File: config.mk
export PLATFORM = sky130hd
export DESIGN_NAME = internet_checksum_pseudo_header_flat
export DESIGN_NICKNAME = d
export VERILOG_FILES = /design/src/hw/rtl/icph_pkg.sv /design/src/hw/rtl/icph_if.sv /design/src/hw/rtl/internet_checksum_pseudo_header.sv /design/src/hw/rtl/icph_hdr_sum.sv /design/src/flat_wrapper.sv
export SDC_FILE = /design/constraint.sdc
export NUM_CORES = 1
export LEC_CHECK = 0
export ABC_AREA = 0
export BUFFER_PORTS_ARGS = -buffer_cell sky130_fd_sc_hd__buf_2
export CAP_MARGIN = 20
export CORE_MARGIN = 4
export CORE_UTILIZATION = 59
export DETAILED_ROUTE_END_ITERATION = 12
export HOLD_SLACK_MARGIN = 0.1
export PLACE_DENSITY = 0.81
export REMOVE_ABC_BUFFERS = 1
export SKIP_LAST_GASP = 1
export SLEW_MARGIN = 20
export SYNTH_ARGS = -nofsm -noshare
export SYNTH_HDL_FRONTEND = slang
export SYNTH_SLANG_ARGS = --single-unit
File: constraint.sdc
create_clock -name clk -period 8.4 [get_ports clk]
set_input_delay 1.68 -clock clk [delete_from_list [all_inputs] [get_ports clk]]
set_output_delay 1.68 -clock clk [all_outputs]
set_load 0.01 [all_outputs]
File: src/hw/rtl/icph_pkg.sv
// ----------------------------------------------------------------------------
// icph_pkg
// Types and constants shared by the checksum block.
// ----------------------------------------------------------------------------
package icph_pkg;

    typedef logic [15:0] word_t;

    // Valid byte counts of one stream word; two and three count as a full word.
    localparam logic [1:0] BC_NONE = 2'd0;
    localparam logic [1:0] BC_LOW  = 2'd1;

    localparam word_t LOW_BYTE_MASK = 16'h00ff;

    typedef struct packed {
        logic        first_word;
        logic        last_word;
        logic [15:0] data_word;
        logic [1:0]  byte_count;
        logic [31:0] source_address;
        logic [31:0] dest_address;
        logic [7:0]  protocol;
        logic [15:0] length_field;
    } item_t;

endpackage

File: src/hw/rtl/icph_if.sv
// ----------------------------------------------------------------------------
// icph_if
// Valid/ready channels of the checksum block: packet words, result, config.
// ----------------------------------------------------------------------------
interface icph_pkt_if;
    logic        valid;
    logic        ready;
    logic        first_word;
    logic        last_word;
    logic [15:0] data_word;
    logic [1:0]  byte_count;
    logic [31:0] source_address;
    logic [31:0] dest_address;
    logic [7:0]  protocol;
    logic [15:0] length_field;

    modport source (
        output valid, first_word, last_word, data_word, byte_count,
               source_address, dest_address, protocol, length_field,
        input  ready
    );
    modport sink (
        input  valid, first_word, last_word, data_word, byte_count,
               source_address, dest_address, protocol, length_field,
        output ready
    );
endinterface

interface icph_csum_if;
    logic        valid;
    logic        ready;
    logic [15:0] checksum_value;

    modport source (output valid, checksum_value, input ready);
    modport sink (input valid, checksum_value, output ready);
endinterface

interface icph_cfg_if;
    logic valid;
    logic ready;
    logic pseudo_header_enable;

    modport source (output valid, pseudo_header_enable, input ready);
    modport sink (input valid, pseudo_header_enable, output ready);
endinterface

File: src/hw/rtl/internet_checksum_pseudo_header.sv
// ----------------------------------------------------------------------------
// internet_checksum_pseudo_header
// Throughput: one word per cycle while no result stalls the pipeline; the
// running sum closes through a single 16-bit end-around-carry add in the
// accumulate stage.
// Reset clears the running sum, the pseudo-header enable and all valid flags.
// ----------------------------------------------------------------------------
module internet_checksum_pseudo_header (
    input  logic       clk,
    input  logic       rst_n,
    icph_pkt_if.sink   pkt,
    icph_csum_if.source csum,
    icph_cfg_if.sink   cfg
);

    logic            pseudo_reg;

    logic            s1_valid_reg;
    icph_pkg::item_t s1_item_reg;
    logic            s1_ready;

    logic            p_valid_reg;
    logic            p_first_reg;
    logic            p_last_reg;
    icph_pkg::word_t p_sum_reg;
    icph_pkg::word_t part;
    logic            p_ready;

    icph_pkg::word_t sum_reg;
    icph_pkg::word_t sum_next;
    icph_pkg::word_t acc_base;
    logic [16:0]     acc_wide;
    logic            acc_fire;

    logic            out_valid_reg;
    icph_pkg::word_t out_csum_reg;
    logic            out_free;

    icph_pkg::item_t pkt_item;

    assign pkt_item = '{
        first_word:     pkt.first_word,
        last_word:      pkt.last_word,
        data_word:      pkt.data_word,
        byte_count:     pkt.byte_count,
        source_address: pkt.source_address,
        dest_address:   pkt.dest_address,
        protocol:       pkt.protocol,
        length_field:   pkt.length_field
    };

    // Only a last word needs room in the result register.
    assign out_free = !out_valid_reg || csum.ready;
    assign acc_fire = p_valid_reg && (!p_last_reg || out_free);
    assign p_ready  = !p_valid_reg || acc_fire;
    assign s1_ready = !s1_valid_reg || p_ready;

    assign pkt.ready = s1_ready;
    assign cfg.ready = 1'b1;

    icph_hdr_sum u_hdr_sum (
        .item      (s1_item_reg),
        .pseudo_en (pseudo_reg),
        .part      (part)
    );

    assign acc_base = p_first_reg ? 16'h0000 : sum_reg;
    assign acc_wide = {1'b0, acc_base} + {1'b0, p_sum_reg};
    assign sum_next = acc_wide[15:0] + {15'd0, acc_wide[16]};

    always_ff @(posedge clk or negedge rst_n)
    begin
        if (!rst_n)
        begin
            pseudo_reg <= 1'b0;
        end
        else if (cfg.valid)
        begin
            pseudo_reg <= cfg.pseudo_header_enable;
        end
    end

    // Input register
    always_ff @(posedge clk or negedge rst_n)
    begin
        if (!rst_n)
        begin
            s1_valid_reg <= 1'b0;
        end
        else if (s1_ready)
        begin
            s1_valid_reg <= pkt.valid;
        end
    end

    always_ff @(posedge clk)
    begin
        if (s1_ready && pkt.valid)
        begin
            s1_item_reg <= pkt_item;
        end
    end

    // Partial-sum register
    always_ff @(posedge clk or negedge rst_n)
    begin
        if (!rst_n)
        begin
            p_valid_reg <= 1'b0;
        end
        else if (p_ready)
        begin
            p_valid_reg <= s1_valid_reg;
        end
    end

    always_ff @(posedge clk)
    begin
        if (p_ready && s1_valid_reg)
        begin
            p_first_reg <= s1_item_reg.first_word;
            p_last_reg  <= s1_item_reg.last_word;
            p_sum_reg   <= part;
        end
    end

    // Running sum
    always_ff @(posedge clk or negedge rst_n)
    begin
        if (!rst_n)
        begin
            sum_reg <= 16'h0000;
        end
        else if (acc_fire)
        begin
            sum_reg <= sum_next;
        end
    end

    // Result register: load on a last word, drop after the transfer.
    always_ff @(posedge clk or negedge rst_n)
    begin
        if (!rst_n)
        begin
            out_valid_reg <= 1'b0;
        end
        else if (acc_fire && p_last_reg)
        begin
            out_valid_reg <= 1'b1;
        end
        else if (csum.ready)
        begin
            out_valid_reg <= 1'b0;
        end
    end

    always_ff @(posedge clk)
    begin
        if (acc_fire && p_last_reg)
        begin
            out_csum_reg <= ~sum_next;
        end
    end

    assign csum.valid          = out_valid_reg;
    assign csum.checksum_value = out_csum_reg;

endmodule

File: src/hw/rtl/icph_hdr_sum.sv
// ----------------------------------------------------------------------------
// icph_hdr_sum
// Folded ones-complement sum of one word's own operands: pseudo-header
// terms on a first word when enabled, plus the word's valid bytes.
// ----------------------------------------------------------------------------
module icph_hdr_sum (
    input  icph_pkg::item_t item,
    input  logic            pseudo_en,
    output icph_pkg::word_t part
);

    logic            use_pseudo;
    icph_pkg::word_t src_lo;
    icph_pkg::word_t src_hi;
    icph_pkg::word_t dst_lo;
    icph_pkg::word_t dst_hi;
    icph_pkg::word_t proto_term;
    icph_pkg::word_t len_term;
    icph_pkg::word_t data_term;
    logic [18:0]     total;
    logic [16:0]     fold1;

    assign use_pseudo = item.first_word & pseudo_en;

    // Halves of the byte-swapped addresses.
    assign src_lo = use_pseudo ? {item.source_address[23:16], item.source_address[31:24]}
                               : 16'h0000;
    assign src_hi = use_pseudo ? {item.source_address[7:0], item.source_address[15:8]}
                               : 16'h0000;
    assign dst_lo = use_pseudo ? {item.dest_address[23:16], item.dest_address[31:24]}
                               : 16'h0000;
    assign dst_hi = use_pseudo ? {item.dest_address[7:0], item.dest_address[15:8]}
                               : 16'h0000;
    assign proto_term = use_pseudo ? {item.protocol, 8'h00} : 16'h0000;
    assign len_term   = use_pseudo ? item.length_field : 16'h0000;

    always_comb
    begin
        case (item.byte_count)
            icph_pkg::BC_NONE: data_term = 16'h0000;
            icph_pkg::BC_LOW:  data_term = item.data_word & icph_pkg::LOW_BYTE_MASK;
            default:           data_term = item.data_word;
        endcase
    end

    // Wide sum, then end-around carry; a zero sum stays zero.
    assign total = {3'b000, src_lo} + {3'b000, src_hi} + {3'b000, dst_lo}
                 + {3'b000, dst_hi} + {3'b000, proto_term} + {3'b000, len_term}
                 + {3'b000, data_term};
    assign fold1 = {1'b0, total[15:0]} + {14'd0, total[18:16]};
    assign part  = fold1[15:0] + {15'd0, fold1[16]};

endmodule

File: src/flat_wrapper.sv
// flat-port wrapper written by rule: the top's interface ports become plain ports
module internet_checksum_pseudo_header_flat 
  (clk, rst_n, pkt_valid, pkt_first_word, pkt_last_word, pkt_data_word, pkt_byte_count, pkt_source_address, pkt_dest_address, pkt_protocol, pkt_length_field, pkt_ready, csum_valid, csum_checksum_value, csum_ready, cfg_valid, cfg_pseudo_header_enable, cfg_ready);
  icph_pkt_if pkt_i ();
  icph_csum_if csum_i ();
  icph_cfg_if cfg_i ();
  input  logic clk;
  input  logic rst_n;
  input wire logic [$bits(pkt_i.valid)-1:0] pkt_valid;
  input wire logic [$bits(pkt_i.first_word)-1:0] pkt_first_word;
  input wire logic [$bits(pkt_i.last_word)-1:0] pkt_last_word;
  input wire logic [$bits(pkt_i.data_word)-1:0] pkt_data_word;
  input wire logic [$bits(pkt_i.byte_count)-1:0] pkt_byte_count;
  input wire logic [$bits(pkt_i.source_address)-1:0] pkt_source_address;
  input wire logic [$bits(pkt_i.dest_address)-1:0] pkt_dest_address;
  input wire logic [$bits(pkt_i.protocol)-1:0] pkt_protocol;
  input wire logic [$bits(pkt_i.length_field)-1:0] pkt_length_field;
  output wire logic [$bits(pkt_i.ready)-1:0] pkt_ready;
  output wire logic [$bits(csum_i.valid)-1:0] csum_valid;
  output wire logic [$bits(csum_i.checksum_value)-1:0] csum_checksum_value;
  input wire logic [$bits(csum_i.ready)-1:0] csum_ready;
  input wire logic [$bits(cfg_i.valid)-1:0] cfg_valid;
  input wire logic [$bits(cfg_i.pseudo_header_enable)-1:0] cfg_pseudo_header_enable;
  output wire logic [$bits(cfg_i.ready)-1:0] cfg_ready;
  assign pkt_i.valid = pkt_valid;
  assign pkt_i.first_word = pkt_first_word;
  assign pkt_i.last_word = pkt_last_word;
  assign pkt_i.data_word = pkt_data_word;
  assign pkt_i.byte_count = pkt_byte_count;
  assign pkt_i.source_address = pkt_source_address;
  assign pkt_i.dest_address = pkt_dest_address;
  assign pkt_i.protocol = pkt_protocol;
  assign pkt_i.length_field = pkt_length_field;
  assign pkt_ready = pkt_i.ready;
  assign csum_valid = csum_i.valid;
  assign csum_checksum_value = csum_i.checksum_value;
  assign csum_i.ready = csum_ready;
  assign cfg_i.valid = cfg_valid;
  assign cfg_i.pseudo_header_enable = cfg_pseudo_header_enable;
  assign cfg_ready = cfg_i.ready;
  internet_checksum_pseudo_header u_core (.clk(clk), .rst_n(rst_n), .pkt(pkt_i), .csum(csum_i), .cfg(cfg_i));
endmodule
# Yosys cells after proc, flatten, opt, wreduce, memory -nomap -nowiden
# Cells that the tools add are included.
[op_classes] addsub=10 eq_ne=1 muxes=10 n_bitwise=2 reduce_logical=14
[ops] cell="$mux W16" n=7
[ops] cell="$add A19 B16 Y19" n=3
[ops] cell="$add A16 B16 Y17" n=2
[ops] cell="$add A16 B1 Y16" n=2
[ops] cell="$pmux W16 S2" n=1
[ops] cell="$add A18 B16 Y19" n=1
[ops] cell="$add A17 B16 Y18" n=1
[ops] cell="$add A16 B3 Y17" n=1
[ops] cell="$not A16 Y16" n=1
[ops] cell="$logic_and A1 B1 Y1" n=4
[ops] cell="$logic_not A1 Y1" n=4
[ops] cell="$logic_or A1 B1 Y1" n=4
[ops] cell="$eq A2 B1 Y1 const B" n=1
[ops] cell="$logic_not A2 Y1" n=1
[ops] cell="$mux W1" n=2
[ops] cell="$reduce_bool A2 Y1" n=1
[ops] cell="$and A1 B1 Y1" n=1
[word_totals] regBits=162 in_bits=114 out_inout_bits=19 wordCells=54

# Longest topological paths before layout
[depth] word_depth=10 mapped_depth=38 ltp_nobuf=37

# Cells and area by module
# From an unflattened synthesis, not the netlist that was laid out.
[hier_totals] hier_cells=785 hier_area_um2=9979.6
[modules_own_cells] mod="internet_checksum_pseudo_header" instances=1 cells_per_inst=361 area_per_inst_um2=6247.2 seq_area_each_um2=4764.6
[modules_own_cells] mod="icph_hdr_sum" instances=1 cells_per_inst=424 area_per_inst_um2=3732.3 seq_area_each_um2=0.0

# Least setup slack after synthesis
# OpenSTA, ideal clock, no wires.
[synth_timing] kind="register to register" start="register u_core.s1_item_reg[107] (netlist bit)" end="register u_core.p_sum_reg[12], data pin" setup_time_ns=0.275 t_arrival_ns=7.286 required_time_ns=8.125 path_slack_ns=0.839 stages_incl_launch_ff=36 path_buffers=2 synth_period_minus_slack_ns=7.561 cell_sequence="edfxtp_1 -> clkbuf_1 -> clkbuf_1 -> and3_1 -> fa_1 -> fa_1 -> fa_1 -> inv_1 -> fa_1 -> inv_1 -> ha_1 -> a21oi_1 -> and2_1 -> a21oi_1 -> o21ai_0 -> a21oi_1 -> a211oi_1 -> o21bai_1 -> a21o_1 -> xnor2_1 -> fa_1 -> nor2b_1 -> o21a_1 -> and3_1 -> nand4_1 -> inv_1 -> nand2_1 -> nor3_1 -> ha_1 -> ha_1 -> and3_1 -> nand2_1 -> nor2_1 -> nand4_1 -> a21oi_1 -> xnor2_1"
[synth_between] elab_chain_cells=10 elab_cells_between_ends=15 cone_classes="add/sub: 8; mux: 6; bitwise: 1"
[synth_lines] item="start, declared" line_no="internet_checksum_pseudo_header.sv:19" text="icph_pkg::item_t s1_item_reg;"
[synth_lines] item="start signal, assigned" line_no="internet_checksum_pseudo_header.sv:100" text="s1_item_reg <= pkt_item;"
[synth_lines] item="$and A1 B1 Y1 (*)" line_no="icph_hdr_sum.sv:23" text="assign use_pseudo = item.first_word & pseudo_en;"
[synth_lines] item="$mux W16 (on tied branches)" line_no="icph_hdr_sum.sv:26, icph_hdr_sum.sv:28"
[synth_lines] item="$add A16 B16 Y17" line_no="icph_hdr_sum.sv:47" text="assign total = {3'b000, src_lo} + {3'b000, src_hi} + {3'b000, dst_lo}"
[synth_lines] item="$add A17 B16 Y18" line_no="icph_hdr_sum.sv:47"
[synth_lines] item="$add A18 B16 Y19" line_no="icph_hdr_sum.sv:48" text="+ {3'b000, dst_hi} + {3'b000, proto_term} + {3'b000, len_term}"
[synth_lines] item="$add A19 B16 Y19" line_no="icph_hdr_sum.sv:48"
[synth_lines] item="$add A19 B16 Y19 (*)" line_no="icph_hdr_sum.sv:48"
[synth_lines] item="$add A19 B16 Y19 (*)" line_no="icph_hdr_sum.sv:49" text="+ {3'b000, data_term};"
[synth_lines] item="$add A16 B3 Y17 (*)" line_no="icph_hdr_sum.sv:50" text="assign fold1 = {1'b0, total[15:0]} + {14'd0, total[18:16]};"
[synth_lines] item="$add A16 B1 Y16 (*)" line_no="icph_hdr_sum.sv:51" text="assign part = fold1[15:0] + {15'd0, fold1[16]};"
[synth_lines] item="net u_core.part[12]" line_no="internet_checksum_pseudo_header.sv:26" text="icph_pkg::word_t part;"
[synth_lines] item="end signal, assigned" line_no="internet_checksum_pseudo_header.sv:123" text="p_sum_reg <= part;"
[synth_lines] item="end, declared" line_no="internet_checksum_pseudo_header.sv:25" text="icph_pkg::word_t p_sum_reg;"
# The timed path passes the listed nets; every way through them passes the cells marked *.
# A chain may end at the register's enable or synchronous reset.

# Worst setup path after layout
[layout_timing] start="register u_core.s1_item_reg[107] (netlist bit)" end="register u_core.p_sum_reg[15], data pin"
# Same word-level chain as after synthesis.

==> qor.txt <==
CTS Buf Count: 17
Vias in the first global route: 6,659
Status: finished, final reports clean
Clock transition at the registers of the reported paths: 70 ps
Setup repair after global routing missed its margin: no
Fraction of final layout cells sized beyond drive strength 1: 0.207
CP max stage delay: 550 ps
CP endpoint kind: register
Port bufs: 131
Total grt overflow: 0
DR pass1 iterations: 4
Fin cells: 1,182
H-tree depth: 4
Slew margin rel.: 0.398
Crit path time final: 7950 ps
Lkg Pwr: 0.00512 uW
Worst setup SP type: register
Max Clk Rate: 126 MHz
Power, Total: 3740 uW
Max Cap Violations: 0
CP Max Fanout: 52
Post-synth EDFFs: 142
Die Y: 138 um
HPWL Detailed: 14,000 um
Arr. time, crit path: 8120 ps
Adder-cell area share of the yosys netlist: 0.207
Clk sinks: 162
Crit Path Category: reg2reg
Largest family of logic cells by synthesized area: adder cells
Worst-skew pair later-pin latency: 430 ps
DRT iter0 DRCs: 233
Asr flop ratio synth: 0.123
IO Count: 133
Synth warn: 0
Dominant synthesized flop cell: edfxtp_1
Clock Path Buffers: 2
Largest register FFs: 108
WL final: 18,600 um
Initial Utilization: 0.600
Rows: 47
Drt wl/cell: 15.7 um
Post-synthesis compound-gate area fraction: 0.0651
Hold Fails Final Rpt: 0
Top cell by count, worst path: fa_1
Vias post-DR: 6,483
Simple-Gate Fraction of Synth Area: 0.158
Final Skew: 12.4 ps
Placed insts: 1,150
FILL cells: 1,188
Seq/Total Area, Yosys: 0.479
Max-slew violation count: 0
HP Class: reg2reg
Period utilisation layout: 0.947
Overall Global Routing Usage: 0.208
First-pass GRT wire length: 30,600 um
Core area: 16,600 um^2
CTS tree: done
Residual DRC: 0
Synth Area in XOR/XNOR: 0.0519
GPL Wtd Cong: 0.836
Post-layout nets: 1,184
Yosys cell types: 59
Setup TNS: 0 ps
Power Density: 324 nW/um^2
Synth Register Bits: 162
Slew at the pin closest to its max-slew limit: 901 ps
# setup viols final: 0
CP required: 8570 ps
Mux contribution to synthesized area: 0.00515
Largest net degree at the start of global routing: 92
CP max stage cell: fa_1
Maximum vdd ir drop: 0.215 mV
Mapped Area: 9960 um^2
CTS root buf: clkbuf_16
Gate Count Post-Synth: 818
Vias per cell: 5.48
Antenna Nets Post-Route: 0
Initial antenna violation count: 0
Area grow syn2layout: 15.8%
# diodes: 0
Die area: 19,000 um^2
Avg Cell Area, Syn: 12.2 um^2
Die span in x: 138 um
[worst paths after layout]
check                                   startpoint              endpoint  slack [ps]  cells after the start
max                        u_core.s1_item_reg[107]  u_core.p_sum_reg[15]         450                     34
min in group asynchronous                    rst_n    u_core.sum_reg[15]        1210                      1
max in group asynchronous                    rst_n     u_core.pseudo_reg        6840                      1
max reg2reg                u_core.s1_item_reg[107]  u_core.p_sum_reg[15]         450                     34
min reg2reg                u_core.s1_item_reg[106]     u_core.p_last_reg         440                      0
min                        u_core.s1_item_reg[106]     u_core.p_last_reg         440                      0
[synth_stat cells, types with 4 or more instances]
cell      instances  area, um^2
edfxtp_1        142        4260
and3_1           83         519
fa_1             74        1480
inv_1            66         248
nand2_1          63         236
ha_1             46         576
xnor2_1          37         324
nor2_1           29         109
nor2b_1          27         169
o21ai_0          26         130
a21oi_1          25         125
clkbuf_1         24        90.1
xor2_1           22         193
dfrtp_1          20         500
nand3_1          16        80.1
nor3_1           10        50.1
and2_1            9        56.3
nand2b_1          9        56.3
a21o_1            7        52.6
nand4_1           7        43.8
o21ai_1           5        25.0
o21bai_1          5        37.5
a211oi_1          4        30.0
mux2i_1           4        40.0
o211ai_1          4        30.0
[logic make-up (layout without fill, tap and decap cells)]
family,Yosys count,in the layout
other cells,1,1
fa+ha+maj,120,120
mux,5,5
xor+xnor,59,59
compound gates,99,99
flops,162,162
simple gates,281,281
buf+inv,91,235
[metal layers]
metal / vias to the layer above / wire, um / global-route usage
met3: 28 / 958 / 0.0530
met5: - / 0 / 0
met4: 0 / 338 / 0.0631
met2: 161 / 9620 / 0.363
met1: 3162 / 7680 / 0.257
li1: 3132 / - / -
[cell type report]
class | count | area [um^2] | area share
repair buffers | 138 | 732 | 0.0635
clock buffers | 17 | 425 | 0.0369
multi-input cells | 565 | 4860 | 0.422
well taps | 220 | 275 | 0.0239
flip-flops and latches | 162 | 4770 | 0.413
inverters | 66 | 248 | 0.0215
clock inverters | 14 | 219 | 0.0190
[per-stage QoR]
stage,util,setup slack (ps),instance area [um^2],hold slack (ps)
4_1_cts,0.693,220,11500,439
2_1_floorplan,-,437,9860,400
3_3_place_gp,0.654,520,10900,402
6_report,0.695,449,11500,438
3_5_place_dp,0.654,323,10900,422
5_1_grt,0.695,4.31,11500,451
[power breakdown]
group / switching [uW] / internal, uW
sequential: 56.5 / 1100
clock: 332 / 507
combinational: 1020 / 729
total: 1410 / 2330
[critical path: cells and delay by family, from the launching register on]
family | cells | cell delay, ps
AO/OA/AOI/OAI | 8 | 1150
XOR/XNOR | 2 | 230
adder cells (fa/ha/maj) | 7 | 3140
buffers and inverters | 5 | 520
flip-flops | 1 | 510
AND/OR/NAND/NOR | 12 | 2110
[cells in the final DEF, fill, tap and decap left out, types with 3 or more instances in the layout]
| cell type | count |
|---|---|
| a211o_1 | 3 |
| ha_1 | 45 |
| o211ai_1 | 4 |
| and2_2 | 3 |
| and2_1 | 7 |
| edfxtp_1 | 142 |
| inv_6 | 5 |
| dfrtp_1 | 19 |
| o21a_1 | 3 |
| a21o_1 | 7 |
| nand2_1 | 63 |
| o21ai_0 | 26 |
| nand2b_1 | 9 |
| xnor2_1 | 37 |
| nand4_1 | 7 |
| xor2_1 | 22 |
| a211oi_2 | 3 |
| a21oi_1 | 25 |
| clkbuf_16 | 17 |
| buf_2 | 131 |
| nor2_1 | 28 |
| inv_1 | 66 |
| and3_1 | 83 |
| nor3_1 | 10 |
| a211oi_1 | 3 |
| bufinv_16 | 4 |
| fa_1 | 74 |
| o21bai_1 | 4 |
| buf_4 | 4 |
| or2_2 | 3 |
| nor2b_1 | 27 |
| nand3_1 | 16 |
| mux2i_1 | 4 |
| o21ai_1 | 5 |
[repair_timing]
action | in CTS | in global routing
buffers inserted | 0 | 1
endpoints found under the setup margin | 0 | 6
resized for setup | 0 | 8
hold buffers | 0 | 0
No activity file was read; power rests on OpenSTA's default activity.
